File: src/sesc_pkg.sv
// Package of shared types and constants for the servo endpoint slew controller.
`default_nettype none
package sesc_pkg;

    localparam int NUM_SERVOS_DEF = 2;

    localparam int CMD_W   = 2;
    localparam int SEL_W   = 3;
    localparam int WIDTH_W = 16;
    localparam int STEP_W  = 12;
    localparam int IDX_W   = 2;
    localparam int CFG_W   = 16;
    localparam int S_DATA_W = 8;
    localparam int S_USER_W = 8;
    localparam int M_DATA_W = 24;

    localparam logic [CMD_W-1:0] CMD_TICK   = 2'd0;
    localparam logic [CMD_W-1:0] CMD_TOGGLE = 2'd1;
    localparam logic [CMD_W-1:0] CMD_WIDEN  = 2'd2;
    localparam logic [CMD_W-1:0] CMD_NARROW = 2'd3;

    localparam logic [IDX_W-1:0] REG_MOVE_STEP    = 2'd0;
    localparam logic [IDX_W-1:0] REG_LIMIT_STEP   = 2'd1;
    localparam logic [IDX_W-1:0] REG_ABSOLUTE_MIN = 2'd2;
    localparam logic [IDX_W-1:0] REG_ABSOLUTE_MAX = 2'd3;

    localparam logic [STEP_W-1:0]  MOVE_STEP_RST    = 12'd1;
    localparam logic [STEP_W-1:0]  LIMIT_STEP_RST   = 12'd10;
    localparam logic [WIDTH_W-1:0] ABSOLUTE_MIN_RST = 16'd500;
    localparam logic [WIDTH_W-1:0] ABSOLUTE_MAX_RST = 16'd2500;
    localparam logic [WIDTH_W-1:0] DEFAULT_LOWER    = 16'd1000;
    localparam logic [WIDTH_W-1:0] DEFAULT_UPPER    = 16'd2000;

    typedef enum logic [2:0] {
        ST_IDLE,
        ST_TICK,
        ST_TOGGLE,
        ST_ADJ_CALC,
        ST_ADJ_APPLY
    } t_state;

    typedef enum logic [2:0] {
        OP_NONE,
        OP_TICK,
        OP_TOGGLE,
        OP_ADJ_CALC,
        OP_ADJ_APPLY
    } t_dp_op;

    typedef struct packed {
        t_dp_op     op;
        logic [2:0] idx;
        logic       widen;
        logic       last;
    } t_dp_cmd;

    typedef struct packed {
        logic out_free;
    } t_dp_status;

endpackage
`default_nettype wire

File: src/servo_endpoint_slew_controller.sv
// Top level of the servo endpoint slew controller: controller plus datapath.
// Tick: the controller enters the tick state on the accepting edge, then issues one report per cycle while
//   the sink is ready; the servo walk in the controller covers servos 0 to NUM_SERVOS-1 in order.
// Toggle passes through the toggle state, widen and narrow through calculate, then apply, to ready again.
// A new transaction is accepted while the last report still waits in the output register.
// Synchronous active-low reset restores state, configuration and servo registers and output valid.
`default_nettype none
module servo_endpoint_slew_controller #(
    parameter int NUM_SERVOS = sesc_pkg::NUM_SERVOS_DEF
) (
    input  wire logic                            i_clk,
    input  wire logic                            i_rst_n,
    input  wire logic                            s_axis_tvalid,
    output logic                                 s_axis_tready,
    input  wire logic [sesc_pkg::S_DATA_W-1:0]   s_axis_tdata,  // [2:0] servo_select
    input  wire logic [sesc_pkg::S_USER_W-1:0]   s_axis_tuser,  // [1:0] cmd
    output logic                                 m_axis_tvalid,
    input  wire logic                            m_axis_tready,
    // [2:0] servo_number, [18:3] pulse_width, [19] at_lower_led, [20] at_upper_led
    output logic [sesc_pkg::M_DATA_W-1:0]        m_axis_tdata,
    output logic                                 m_axis_tlast,  // last_report
    input  wire logic                            i_cfg_valid,
    output logic                                 o_cfg_ready,
    input  wire logic [sesc_pkg::IDX_W-1:0]      i_cfg_index,
    input  wire logic [sesc_pkg::CFG_W-1:0]      i_cfg_data
);

    sesc_pkg::t_dp_cmd    dp_cmd;
    sesc_pkg::t_dp_status dp_status;

    assign o_cfg_ready = 1'b1;

    sesc_ctrl #(
        .NUM_SERVOS(NUM_SERVOS)
    ) u_ctrl (
        .i_clk      (i_clk),
        .i_rst_n    (i_rst_n),
        .i_in_valid (s_axis_tvalid),
        .i_in_cmd   (s_axis_tuser[sesc_pkg::CMD_W-1:0]),
        .i_in_sel   (s_axis_tdata[sesc_pkg::SEL_W-1:0]),
        .o_in_ready (s_axis_tready),
        .i_status   (dp_status),
        .o_cmd      (dp_cmd)
    );

    sesc_datapath #(
        .NUM_SERVOS(NUM_SERVOS)
    ) u_datapath (
        .i_clk       (i_clk),
        .i_rst_n     (i_rst_n),
        .i_cfg_valid (i_cfg_valid),
        .i_cfg_index (i_cfg_index),
        .i_cfg_data  (i_cfg_data),
        .i_cmd       (dp_cmd),
        .o_status    (dp_status),
        .o_out_valid (m_axis_tvalid),
        .i_out_ready (m_axis_tready),
        .o_out_data  (m_axis_tdata),
        .o_out_last  (m_axis_tlast)
    );

endmodule
`default_nettype wire

File: src/sesc_ctrl.sv
// Controller state machine: sequences ticks, toggles and endpoint adjustments.
`default_nettype none
module sesc_ctrl #(
    parameter int NUM_SERVOS = sesc_pkg::NUM_SERVOS_DEF
) (
    input  wire logic                        i_clk,
    input  wire logic                        i_rst_n,
    input  wire logic                        i_in_valid,
    input  wire logic [sesc_pkg::CMD_W-1:0]  i_in_cmd,
    input  wire logic [sesc_pkg::SEL_W-1:0]  i_in_sel,
    output logic                             o_in_ready,
    input  wire sesc_pkg::t_dp_status        i_status,
    output sesc_pkg::t_dp_cmd                o_cmd
);

    localparam int IdxW = (NUM_SERVOS > 1) ? $clog2(NUM_SERVOS) : 1;
    localparam logic [IdxW-1:0] LastIdx = IdxW'(NUM_SERVOS - 1);

    sesc_pkg::t_state r_state, n_state;
    logic [IdxW-1:0]  r_idx, n_idx;
    logic             r_widen, n_widen;
    logic             r_recent_valid, n_recent_valid;
    logic [IdxW-1:0]  r_recent, n_recent;
    logic             in_accept;
    logic             sel_ok;
    logic             idx_last;

    assign in_accept = i_in_valid && (r_state == sesc_pkg::ST_IDLE);
    assign sel_ok    = ({1'b0, i_in_sel} < (sesc_pkg::SEL_W + 1)'(NUM_SERVOS));
    assign idx_last  = (r_idx == LastIdx);

    always_ff @(posedge i_clk) begin
        if (!i_rst_n) begin
            r_state        <= sesc_pkg::ST_IDLE;
            r_idx          <= '0;
            r_widen        <= 1'b0;
            r_recent_valid <= 1'b0;
            r_recent       <= '0;
        end else begin
            r_state        <= n_state;
            r_idx          <= n_idx;
            r_widen        <= n_widen;
            r_recent_valid <= n_recent_valid;
            r_recent       <= n_recent;
        end
    end

    always_comb begin
        n_state        = r_state;
        n_idx          = r_idx;
        n_widen        = r_widen;
        n_recent_valid = r_recent_valid;
        n_recent       = r_recent;
        case (r_state)
            sesc_pkg::ST_IDLE: begin
                if (in_accept) begin
                    case (i_in_cmd)
                        sesc_pkg::CMD_TICK: begin
                            n_state = sesc_pkg::ST_TICK;
                            n_idx   = '0;
                        end
                        sesc_pkg::CMD_TOGGLE: begin
                            if (sel_ok) begin
                                n_state = sesc_pkg::ST_TOGGLE;
                                n_idx   = i_in_sel[IdxW-1:0];
                            end
                        end
                        default: begin
                            if (r_recent_valid) begin
                                n_state = sesc_pkg::ST_ADJ_CALC;
                                n_idx   = r_recent;
                                n_widen = (i_in_cmd == sesc_pkg::CMD_WIDEN);
                            end
                        end
                    endcase
                end
            end
            sesc_pkg::ST_TICK: begin
                if (i_status.out_free) begin
                    if (idx_last) begin
                        n_state = sesc_pkg::ST_IDLE;
                    end else begin
                        n_idx = r_idx + 1'b1;
                    end
                end
            end
            sesc_pkg::ST_TOGGLE: begin
                n_recent       = r_idx;
                n_recent_valid = 1'b1;
                n_state        = sesc_pkg::ST_IDLE;
            end
            sesc_pkg::ST_ADJ_CALC: begin
                n_state = sesc_pkg::ST_ADJ_APPLY;
            end
            sesc_pkg::ST_ADJ_APPLY: begin
                n_state = sesc_pkg::ST_IDLE;
            end
            default: begin
                n_state = sesc_pkg::ST_IDLE;
            end
        endcase
    end

    always_comb begin
        o_in_ready  = (r_state == sesc_pkg::ST_IDLE);
        o_cmd.op    = sesc_pkg::OP_NONE;
        o_cmd.idx   = 3'(r_idx);
        o_cmd.widen = r_widen;
        o_cmd.last  = idx_last;
        case (r_state)
            sesc_pkg::ST_TICK: begin
                if (i_status.out_free) begin
                    o_cmd.op = sesc_pkg::OP_TICK;
                end
            end
            sesc_pkg::ST_TOGGLE:    o_cmd.op = sesc_pkg::OP_TOGGLE;
            sesc_pkg::ST_ADJ_CALC:  o_cmd.op = sesc_pkg::OP_ADJ_CALC;
            sesc_pkg::ST_ADJ_APPLY: o_cmd.op = sesc_pkg::OP_ADJ_APPLY;
            default:                o_cmd.op = sesc_pkg::OP_NONE;
        endcase
    end

endmodule
`default_nettype wire

File: src/sesc_datapath.sv
// Datapath: servo state, configuration registers, slew and endpoint arithmetic, output register.
`default_nettype none
module sesc_datapath #(
    parameter int NUM_SERVOS = sesc_pkg::NUM_SERVOS_DEF
) (
    input  wire logic                           i_clk,
    input  wire logic                           i_rst_n,
    input  wire logic                           i_cfg_valid,
    input  wire logic [sesc_pkg::IDX_W-1:0]     i_cfg_index,
    input  wire logic [sesc_pkg::CFG_W-1:0]     i_cfg_data,
    input  wire sesc_pkg::t_dp_cmd              i_cmd,
    output sesc_pkg::t_dp_status                o_status,
    output logic                                o_out_valid,
    input  wire logic                           i_out_ready,
    output logic [sesc_pkg::M_DATA_W-1:0]       o_out_data,
    output logic                                o_out_last
);

    localparam int IdxW = (NUM_SERVOS > 1) ? $clog2(NUM_SERVOS) : 1;
    localparam int WW   = sesc_pkg::WIDTH_W;

    logic [sesc_pkg::STEP_W-1:0] r_move_step;
    logic [sesc_pkg::STEP_W-1:0] r_limit_step;
    logic [WW-1:0]               r_abs_min;
    logic [WW-1:0]               r_abs_max;

    logic [WW-1:0] r_cur [NUM_SERVOS];
    logic [WW-1:0] r_tgt [NUM_SERVOS];
    logic [WW-1:0] r_lo  [NUM_SERVOS];
    logic [WW-1:0] r_hi  [NUM_SERVOS];

    logic [WW-1:0] r_adj_n;
    logic          r_adj_on_lo;
    logic          r_adj_on_hi;

    logic          r_out_valid;
    logic [2:0]    r_out_servo;
    logic [WW-1:0] r_out_width;
    logic          r_out_at_lo;
    logic          r_out_at_hi;
    logic          r_out_last;

    logic [IdxW-1:0] idx;
    logic [WW-1:0]   e_cur, e_tgt, e_lo, e_hi;
    logic [WW-1:0]   move16, limit16;
    logic [WW-1:0]   diff_up, diff_dn, nc;
    logic            nc_at_lo, nc_at_hi;
    logic            on_lo, on_hi, go_up;
    logic [WW-1:0]   base;
    logic [WW:0]     sum17;
    logic [WW-1:0]   up_sat, up_n, dn_sat, dn_n, adj_n;

    assign idx   = i_cmd.idx[IdxW-1:0];
    assign e_cur = r_cur[idx];
    assign e_tgt = r_tgt[idx];
    assign e_lo  = r_lo[idx];
    assign e_hi  = r_hi[idx];

    assign move16  = WW'(r_move_step);
    assign limit16 = WW'(r_limit_step);

    always_comb begin
        diff_up = e_tgt - e_cur;
        diff_dn = e_cur - e_tgt;
        if (e_cur < e_tgt) begin
            nc = (diff_up <= move16) ? e_tgt : e_cur + move16;
        end else if (e_cur > e_tgt) begin
            nc = (diff_dn <= move16) ? e_tgt : e_cur - move16;
        end else begin
            nc = e_cur;
        end
    end

    assign nc_at_lo = (nc == e_lo);
    assign nc_at_hi = !nc_at_lo && (nc == e_hi);

    always_comb begin
        on_lo  = (e_tgt == e_lo);
        on_hi  = !on_lo && (e_tgt == e_hi);
        go_up  = on_lo ? !i_cmd.widen : i_cmd.widen;
        base   = on_lo ? e_lo : e_hi;
        sum17  = {1'b0, base} + {1'b0, limit16};
        up_sat = sum17[WW] ? {WW{1'b1}} : sum17[WW-1:0];
        up_n   = (up_sat > r_abs_max) ? r_abs_max : up_sat;
        dn_sat = (base > limit16) ? (base - limit16) : '0;
        dn_n   = (dn_sat < r_abs_min) ? r_abs_min : dn_sat;
        adj_n  = go_up ? up_n : dn_n;
    end

    always_ff @(posedge i_clk) begin
        if (!i_rst_n) begin
            r_move_step  <= sesc_pkg::MOVE_STEP_RST;
            r_limit_step <= sesc_pkg::LIMIT_STEP_RST;
            r_abs_min    <= sesc_pkg::ABSOLUTE_MIN_RST;
            r_abs_max    <= sesc_pkg::ABSOLUTE_MAX_RST;
        end else if (i_cfg_valid) begin
            case (i_cfg_index)
                sesc_pkg::REG_MOVE_STEP:    r_move_step  <= i_cfg_data[sesc_pkg::STEP_W-1:0];
                sesc_pkg::REG_LIMIT_STEP:   r_limit_step <= i_cfg_data[sesc_pkg::STEP_W-1:0];
                sesc_pkg::REG_ABSOLUTE_MIN: r_abs_min    <= i_cfg_data;
                sesc_pkg::REG_ABSOLUTE_MAX: r_abs_max    <= i_cfg_data;
                default: ;
            endcase
        end
    end

    always_ff @(posedge i_clk) begin
        if (!i_rst_n) begin
            for (int i = 0; i < NUM_SERVOS; i++) begin
                r_cur[i] <= sesc_pkg::DEFAULT_LOWER;
                r_tgt[i] <= sesc_pkg::DEFAULT_LOWER;
                r_lo[i]  <= sesc_pkg::DEFAULT_LOWER;
                r_hi[i]  <= sesc_pkg::DEFAULT_UPPER;
            end
        end else begin
            case (i_cmd.op)
                sesc_pkg::OP_TICK: begin
                    r_cur[idx] <= nc;
                end
                sesc_pkg::OP_TOGGLE: begin
                    r_tgt[idx] <= (e_tgt == e_hi) ? e_lo : e_hi;
                end
                sesc_pkg::OP_ADJ_APPLY: begin
                    if (r_adj_on_lo && (r_adj_n < e_hi)) begin
                        r_lo[idx]  <= r_adj_n;
                        r_tgt[idx] <= r_adj_n;
                    end else if (r_adj_on_hi && (r_adj_n > e_lo)) begin
                        r_hi[idx]  <= r_adj_n;
                        r_tgt[idx] <= r_adj_n;
                    end
                end
                default: ;
            endcase
        end
    end

    always_ff @(posedge i_clk) begin
        if (i_cmd.op == sesc_pkg::OP_ADJ_CALC) begin
            r_adj_n     <= adj_n;
            r_adj_on_lo <= on_lo;
            r_adj_on_hi <= on_hi;
        end
    end

    always_ff @(posedge i_clk) begin
        if (!i_rst_n) begin
            r_out_valid <= 1'b0;
        end else if (i_cmd.op == sesc_pkg::OP_TICK) begin
            r_out_valid <= 1'b1;
        end else if (i_out_ready) begin
            r_out_valid <= 1'b0;
        end
    end

    always_ff @(posedge i_clk) begin
        if (i_cmd.op == sesc_pkg::OP_TICK) begin
            r_out_servo <= i_cmd.idx;
            r_out_width <= nc;
            r_out_at_lo <= nc_at_lo;
            r_out_at_hi <= nc_at_hi;
            r_out_last  <= i_cmd.last;
        end
    end

    assign o_status.out_free = !r_out_valid || i_out_ready;
    assign o_out_valid = r_out_valid;
    assign o_out_data  = {3'b000, r_out_at_hi, r_out_at_lo, r_out_width, r_out_servo};
    assign o_out_last  = r_out_last;

endmodule
`default_nettype wire

File: config.mk
export PLATFORM = sky130hd
export DESIGN_NAME = servo_endpoint_slew_controller
export DESIGN_NICKNAME = d
export VERILOG_FILES = /design/src/sesc_pkg.sv /design/src/servo_endpoint_slew_controller.sv /design/src/sesc_ctrl.sv /design/src/sesc_datapath.sv
export SDC_FILE = /design/constraint.sdc
export NUM_CORES = 1
export LEC_CHECK = 0
export ABC_AREA = 1
export BUFFER_PORTS_ARGS = -buffer_cell sky130_fd_sc_hd__buf_4
export CAP_MARGIN = 10
export CORE_MARGIN = 2
export CORE_UTILIZATION = 65
export CTS_BUF_LIST = sky130_fd_sc_hd__clkbuf_16
export DETAILED_ROUTE_END_ITERATION = 7
export GPL_TIMING_DRIVEN = 0
export PLACE_DENSITY = 0.79
export REMOVE_ABC_BUFFERS = 1
export SLEW_MARGIN = 25
export SYNTH_ARGS = -nofsm -noshare
export SYNTH_HDL_FRONTEND = slang
export SYNTH_SLANG_ARGS = --single-unit
File: constraint.sdc
create_clock -name i_clk -period 11.6 [get_ports i_clk]
set_clock_uncertainty 0.05 [all_clocks]
set_input_delay 1.74 -clock i_clk [delete_from_list [all_inputs] [get_ports i_clk]]
set_output_delay 1.74 -clock i_clk [all_outputs]
set_load 0.01 [all_outputs]
-- Word level (Yosys, flattened, before mapping)
Memories as Yosys holds them, arrays and structs flattened. A register that Yosys moved wholly into a read port is not among the register bits.
Cells that the tools add are included.
- bits in registers: 101
- bits in writable memories: 128
- output and inout bits: 28
- logic and storage cells: 158
- memories kept: 4
- add/sub/neg operators: 7
- order comparisons: 10
- equal/unequal tests: 22
- mux-type cells: 68
- bitwise logic cells: 3
- reductions and logical operators: 27
- memories (name ; words ; bits a word ; rd ports ; clocked after memory_dff ; write ports ; RTL line ; text):
    u_datapath.r_cur ; 2 ; 16 ; 1 ; 1 ; 2 ; sesc_datapath.sv:27 ; logic [WW-1:0] r_cur [NUM_SERVOS];
    u_datapath.r_hi ; 2 ; 16 ; 1 ; 1 ; 2 ; sesc_datapath.sv:30 ; logic [WW-1:0] r_hi [NUM_SERVOS];
    u_datapath.r_lo ; 2 ; 16 ; 1 ; 1 ; 2 ; sesc_datapath.sv:29 ; logic [WW-1:0] r_lo [NUM_SERVOS];
    u_datapath.r_tgt ; 2 ; 16 ; 1 ; 1 ; 2 ; sesc_datapath.sv:28 ; logic [WW-1:0] r_tgt [NUM_SERVOS];
- operators with widths (kind ; number):
    2-to-1 mux 16 bit ; 17
    equality test 16 bit ; 4
    OR reduction 16 bit ; 4
    greater-than comparator 16 bit ; 3
    less-than comparator 16 bit ; 3
    2-to-1 mux 1 bit ; 41
    less-or-equal comparator 16 x 12 -> 1 bit ; 2
    subtractor 16 x 12 -> 16 bit ; 2
    subtractor 16 bit ; 2
    adder 16 x 12 -> 17 bit ; 1
    adder 16 x 12 -> 16 bit ; 1
    greater-than comparator 16 x 12 -> 1 bit ; 1
    2-to-1 mux 3 bit ; 5
    equality test 3 x 2 -> 1 bit (second input constant) ; 4
    one-hot mux 3 bit (4 select lines) ; 1
    AND reduction 5 bit ; 2
    one-hot mux 3 bit (3 select lines) ; 1
    AND reduction 2 bit ; 4
    equality test 2 bit (second input constant) ; 3
    equality test 3 x 1 -> 1 bit (second input constant) ; 2
    equality test 3 bit (second input constant) ; 2
    one-hot mux 3 bit (2 select lines) ; 1
    logical AND 1 bit ; 5
    equality test 2 x 1 -> 1 bit (second input constant) ; 2
    16 further kinds ; 24

-- Logic depth before layout (Yosys ltp)
- depth after elaboration: 12
- mapped depth: 46

-- Cells and area by module
Synthesis repeated with hierarchy kept, for this count alone.
- cell total of the unflattened synthesis: 2589
- area, all modules: 18545.3 sq um
- modules (own cells, without submodules) (module ; instances ; cells each ; area an instance (sq um) ; seq. area each (sq um)):
    sesc_datapath ; 1 ; 2520 ; 18101.1 ; 6185.9
    sesc_ctrl ; 1 ; 67 ; 432.9 ; 140.1
    servo_endpoint_slew_controller ; 1 ; 2 ; 11.3 ; 0.0

-- Least setup slack after synthesis
Ideal clock, no wire load.
- path type: register to register
- start: register (tool-made name)
- end: register u_datapath.r_adj_n[15], data pin
- setup time: 0.256 ns
- data arrival time: 5.539 ns
- data required time: 11.294 ns
- setup slack: 5.755 ns
- stages on the path, launching flop included: 46
- buffers on the path: 6
- period minus slack after synthesis: 5.845 ns
- cell sequence: dfxtp_1 > buf_6 > inv_2 > buf_6 > buf_6 > nand2_1 > nand2_1 > nand2_1 > nand2_1 > nor2_1 > nand2_1 > nor2_1 > nand2_2 > buf_6 > inv_1 > clkbuf_1 > nand2_1 > o21ai_0 > [10 not listed] > nand2_1 > a21oi_1 > nand3_1 > clkinv_1 > a21oi_1 > inv_1 > ha_1 > nand2_1 > inv_1 > a221oi_1 > o211ai_1 > nand2_1 > o2111ai_1 > nand2_1 > inv_1 > clkbuf_1 > o21ai_0 > nand2_1
- RTL lines (element ; RTL line ; text):
    end signal, assigned ; sesc_datapath.sv:139 ; r_adj_n <= adj_n;
    end, declared ; sesc_datapath.sv:32 ; logic [WW-1:0] r_adj_n;

==> impl_metrics.csv <==
group,metric,value,unit
floorplan,io_pins,67,
setup_path,cp_num_buf_inv,9,
routing,via_count,17700,
placement,hpwl,45300,um
synth,ys_types,51,
outcome,status,"finished, final reports clean",
synth,post_synth_instance_area,18300,sq um
floorplan,die_area,29500,sq um
power_and_ir_drop,p_int,2.30,mW
sta,fin_crit_sh,78.1,%
floorplan,rows,61,
placement,dp.cells,2898,
synth,ys_seq_area_share,34.2,%
finish,nFillCells,2328,
cts,numClockSinks,230,
cts,cts_resized,0,
synth,synth_top_area_cell,"edfxtp_1",
cts,cts_tree,"done",
floorplan,fp.dieW,172,um
sta,hold_viol,0,
synth,synth_top_area_share,27.1,%
synth,avgSynthCellArea,7.16,sq um
finish,area_growth,7.15,%
finish,drive_gt1_share,6.54,%
sta,post-route-min-period,9.06,ns
synth,yosysWarnings,0,
power_and_ir_drop,p_seq_share,22.0,%
synth,ys_ff_latch,230,
worst_hold_path,hold_class,"flop to flop",
finish,n_antenna_cell,0,
finish,num-nets-final,2757,
sta,hold_ws,0.431,ns
sta,rsz0062_at_grt,"false",
routing,routed_wl,58600,um
finish,fin_cells,2946,
setup_path,crit_end,"u_datapath.r_adj_n[8]$_DFFE_PN_",
synth,synth_edf_count,165,
setup_path,r2r_end,"u_datapath.r_adj_n[8]$_DFFE_PN_",
sta,setup_viol,0,
global_route,grt_overflow,0,
setup_path,cp-end-kind,"flop",
global_route,grt_pass1_wl,89000,um
cts,htreeDepth,1,
setup_path,critPathRequiredTime,11.83,ns
power_and_ir_drop,power.share.switching,51.2,%
power_and_ir_drop,pwr-share-clk,16.4,%
setup_path,reg2regPathDepth,39,
cts,worstSkewPairLatency,0.56,ns
global_route,grt_start_max_net_pins,77,
setup_path,worstPathMaxFanout,76,
cts,cts_buffers,26,
synth,syn_inst,2556,
setup_path,cp_top_family,"compound AO/OA/AOI/OAI gates",
cts,clockBufferDepth,3,
setup_path,crit_cells,39,
cts,root_buffer,"clkbuf_16",
routing,via_per_inst,6.02,
cts,clk_pin_slew,0.06,ns
floorplan,fp.dieH,172,um
global_route,grt_antenna_before_repair,0,
global_route,track_usage,39.5,%
placement,io_buffers,49,
floorplan,initial_core_util,65.9,%
cts,cts_setup_buffers,0,
floorplan,core,27800,sq um
power_and_ir_drop,combPwrFrac,61.6,%
job,cap_violations,0,
setup_path,start_kind,"flop",
routing,drc_errors,0,
cts,holdBufCountCts,0,
sta,setup_tns,0,ns
power_and_ir_drop,p_per_area,240,nW/um^2
synth,synthArstFlopShare,0,%
setup_path,cpMaxStageDelayCell,"o21ai_0",
synth,synth.most_common_cell,"nand2_1",
sta,fmax,110,MHz
power_and_ir_drop,p_leak,9.41,nW
routing,drt_iter0_markers,1948,
finish,seq_area,6260,sq um
setup_path,cpMostUsedCell,"nand2_1",
placement,gp_congestion,1.03,
setup_path,r2r_setup_slack,2.54,ns
synth,synthFlopType,"edfxtp_1",
sta,max-slew-margin-rel,28.0,%
finish,final_core_util,70.6,%
global_route,grt_pass1_vias,16700,
sta,maxSlewViolCount,0,
setup_path,worst-setup-path-type,"flop to flop",
finish,multi_input_area,10300,sq um
synth,ys_top_cells_by_area,"edfxtp_1 27%, nand2_1 14%, ha_1 11%, dfxtp_1 7.1%, inv_1 7.0%",
power_and_ir_drop,p_total,4.70,mW
routing,wl_per_cell,19.9,um
routing,drt-pass1-iter-count,7,
synth,netlist_top_cells_count,"689 x nand2_1, 343 x inv_1, 216 x nor2_1",
power_and_ir_drop,peakVddDrop,156,uV
routing,ant_nets,0,
sta,worst_pin_slew,1.05,ns
power_and_ir_drop,p_sw,2.41,mW
setup_path,cp_data_arrival_time,9.29,ns
setup_path,slowest_delay,0.70,ns
-- worst register-to-register path: cells and delay by family, from the launching register on --
family          cells  cell delay [ns]
buf+inv             9             2.25
simple gates       18             2.32
compound gates     10             2.76
fa+ha+maj           2             0.73
flops               1             0.67
-- worst min-delay path by stage --
stage               cells past startpoint                                      end                                    start  slack, ns
detailed placement                      2     u_datapath.r_abs_min[0]$_SDFFE_PN0P_     u_datapath.r_abs_min[0]$_SDFFE_PN0P_       0.42
floorplan                               2              u_ctrl.r_widen$_SDFFE_PN0P_              u_ctrl.r_widen$_SDFFE_PN0P_       0.38
finish                                  2     u_datapath.r_abs_min[0]$_SDFFE_PN0P_     u_datapath.r_abs_min[0]$_SDFFE_PN0P_       0.43
CTS                                     2     u_datapath.r_abs_min[0]$_SDFFE_PN0P_     u_datapath.r_abs_min[0]$_SDFFE_PN0P_       0.43
global placement                        2  u_datapath.r_limit_step[9]$_SDFFE_PN0P_  u_datapath.r_limit_step[9]$_SDFFE_PN0P_       0.41
global route                            2  u_datapath.r_limit_step[5]$_SDFFE_PN0P_  u_datapath.r_limit_step[5]$_SDFFE_PN0P_       0.46
-- power groups by stage --
| stage | Sequential [mW] | Clock [mW] | Combinational, mW |
|---|---|---|---|
| floorplan | 1.06 | 0 | 1.92 |
| global placement | 1.06 | 0 | 2.67 |
| detailed placement | 1.05 | 0 | 2.79 |
| CTS | 1.03 | 0.765 | 2.81 |
| global route | 1.04 | 0.798 | 3.17 |
| finish | 1.03 | 0.770 | 2.90 |
-- metrics by stage --
| stage | area [sq um] | worst slack (ns) |
|---|---|---|
| finish | 19600 | 2.54 |
| global route | 19600 | 1.94 |
| CTS | 19600 | 2.81 |
| detailed placement | 18800 | 2.89 |
| global placement | 18700 | -0.292 |
| floorplan | 17800 | 3.53 |
-- per-layer routing --
layer	track usage [%]	wire, um	vias up
li1	-	-	8318
met1	49.1	22300	8143
met2	64.9	26400	1040
met3	6.18	5680	246
met4	24.6	4200	0
met5	0	0	-
-- state kept, by name, summed over array words and instances, names as in the netlist, named ones only --
signal                   count
u_datapath.r_move_step      12
u_datapath.r_adj_n          16
u_datapath.r_hi             32
u_datapath.r_abs_min        16
u_datapath.r_limit_step     12
u_datapath.r_abs_max        16
u_ctrl.r_recent              1
u_datapath.r_out_width      16
u_datapath.r_lo             32
u_datapath.r_adj_on_lo       1
u_ctrl.r_widen               1
u_datapath.o_out_last        1
u_datapath.o_out_valid       1
u_datapath.r_cur            32
u_datapath.r_out_at_hi       1
u_datapath.r_adj_on_hi       1
u_datapath.r_tgt            32
u_datapath.r_out_at_lo       1
u_ctrl.r_recent_valid        1
u_ctrl.idx_last              1
u_ctrl.r_state               3
-- cells in the final DEF (no fill, tap or decap), drive strengths merged, types with 27 or more instances in the layout --
master and instances:
nand2 704, or2 34, inv 357, a21oi 183, buf 58, xor2 73
clkbuf 27, o21ai 169, edfxtp 165, nor2 223, ha 164, nand3 180
dfxtp 65
-- final cells by class --
type	instances	share of cell area (%)
inverter	351	6.73
clock inverter	21	0.612
tap	378	2.41
timing repair buffer	58	2.38
clock buffer	27	3.44
sequential	230	31.9
multi-input combinational	1881	52.5
-- kinds of logic (layout without fill, tap and decap cells) --
logic type,count (synthesis),in the layout,synth area share [%]
multiplexers,5,5,0.273
adder cells (fa/ha/maj),170,170,11.9
AND/OR/NAND/NOR,1197,1197,27.3
flip-flops,230,230,34.2
other,2,6,0.0410
XOR/XNOR,76,76,3.63
buffers and inverters,449,457,9.93
AO/OA/AOI/OAI,427,427,12.8
Note: power is estimated with default switching activity, not from simulation.
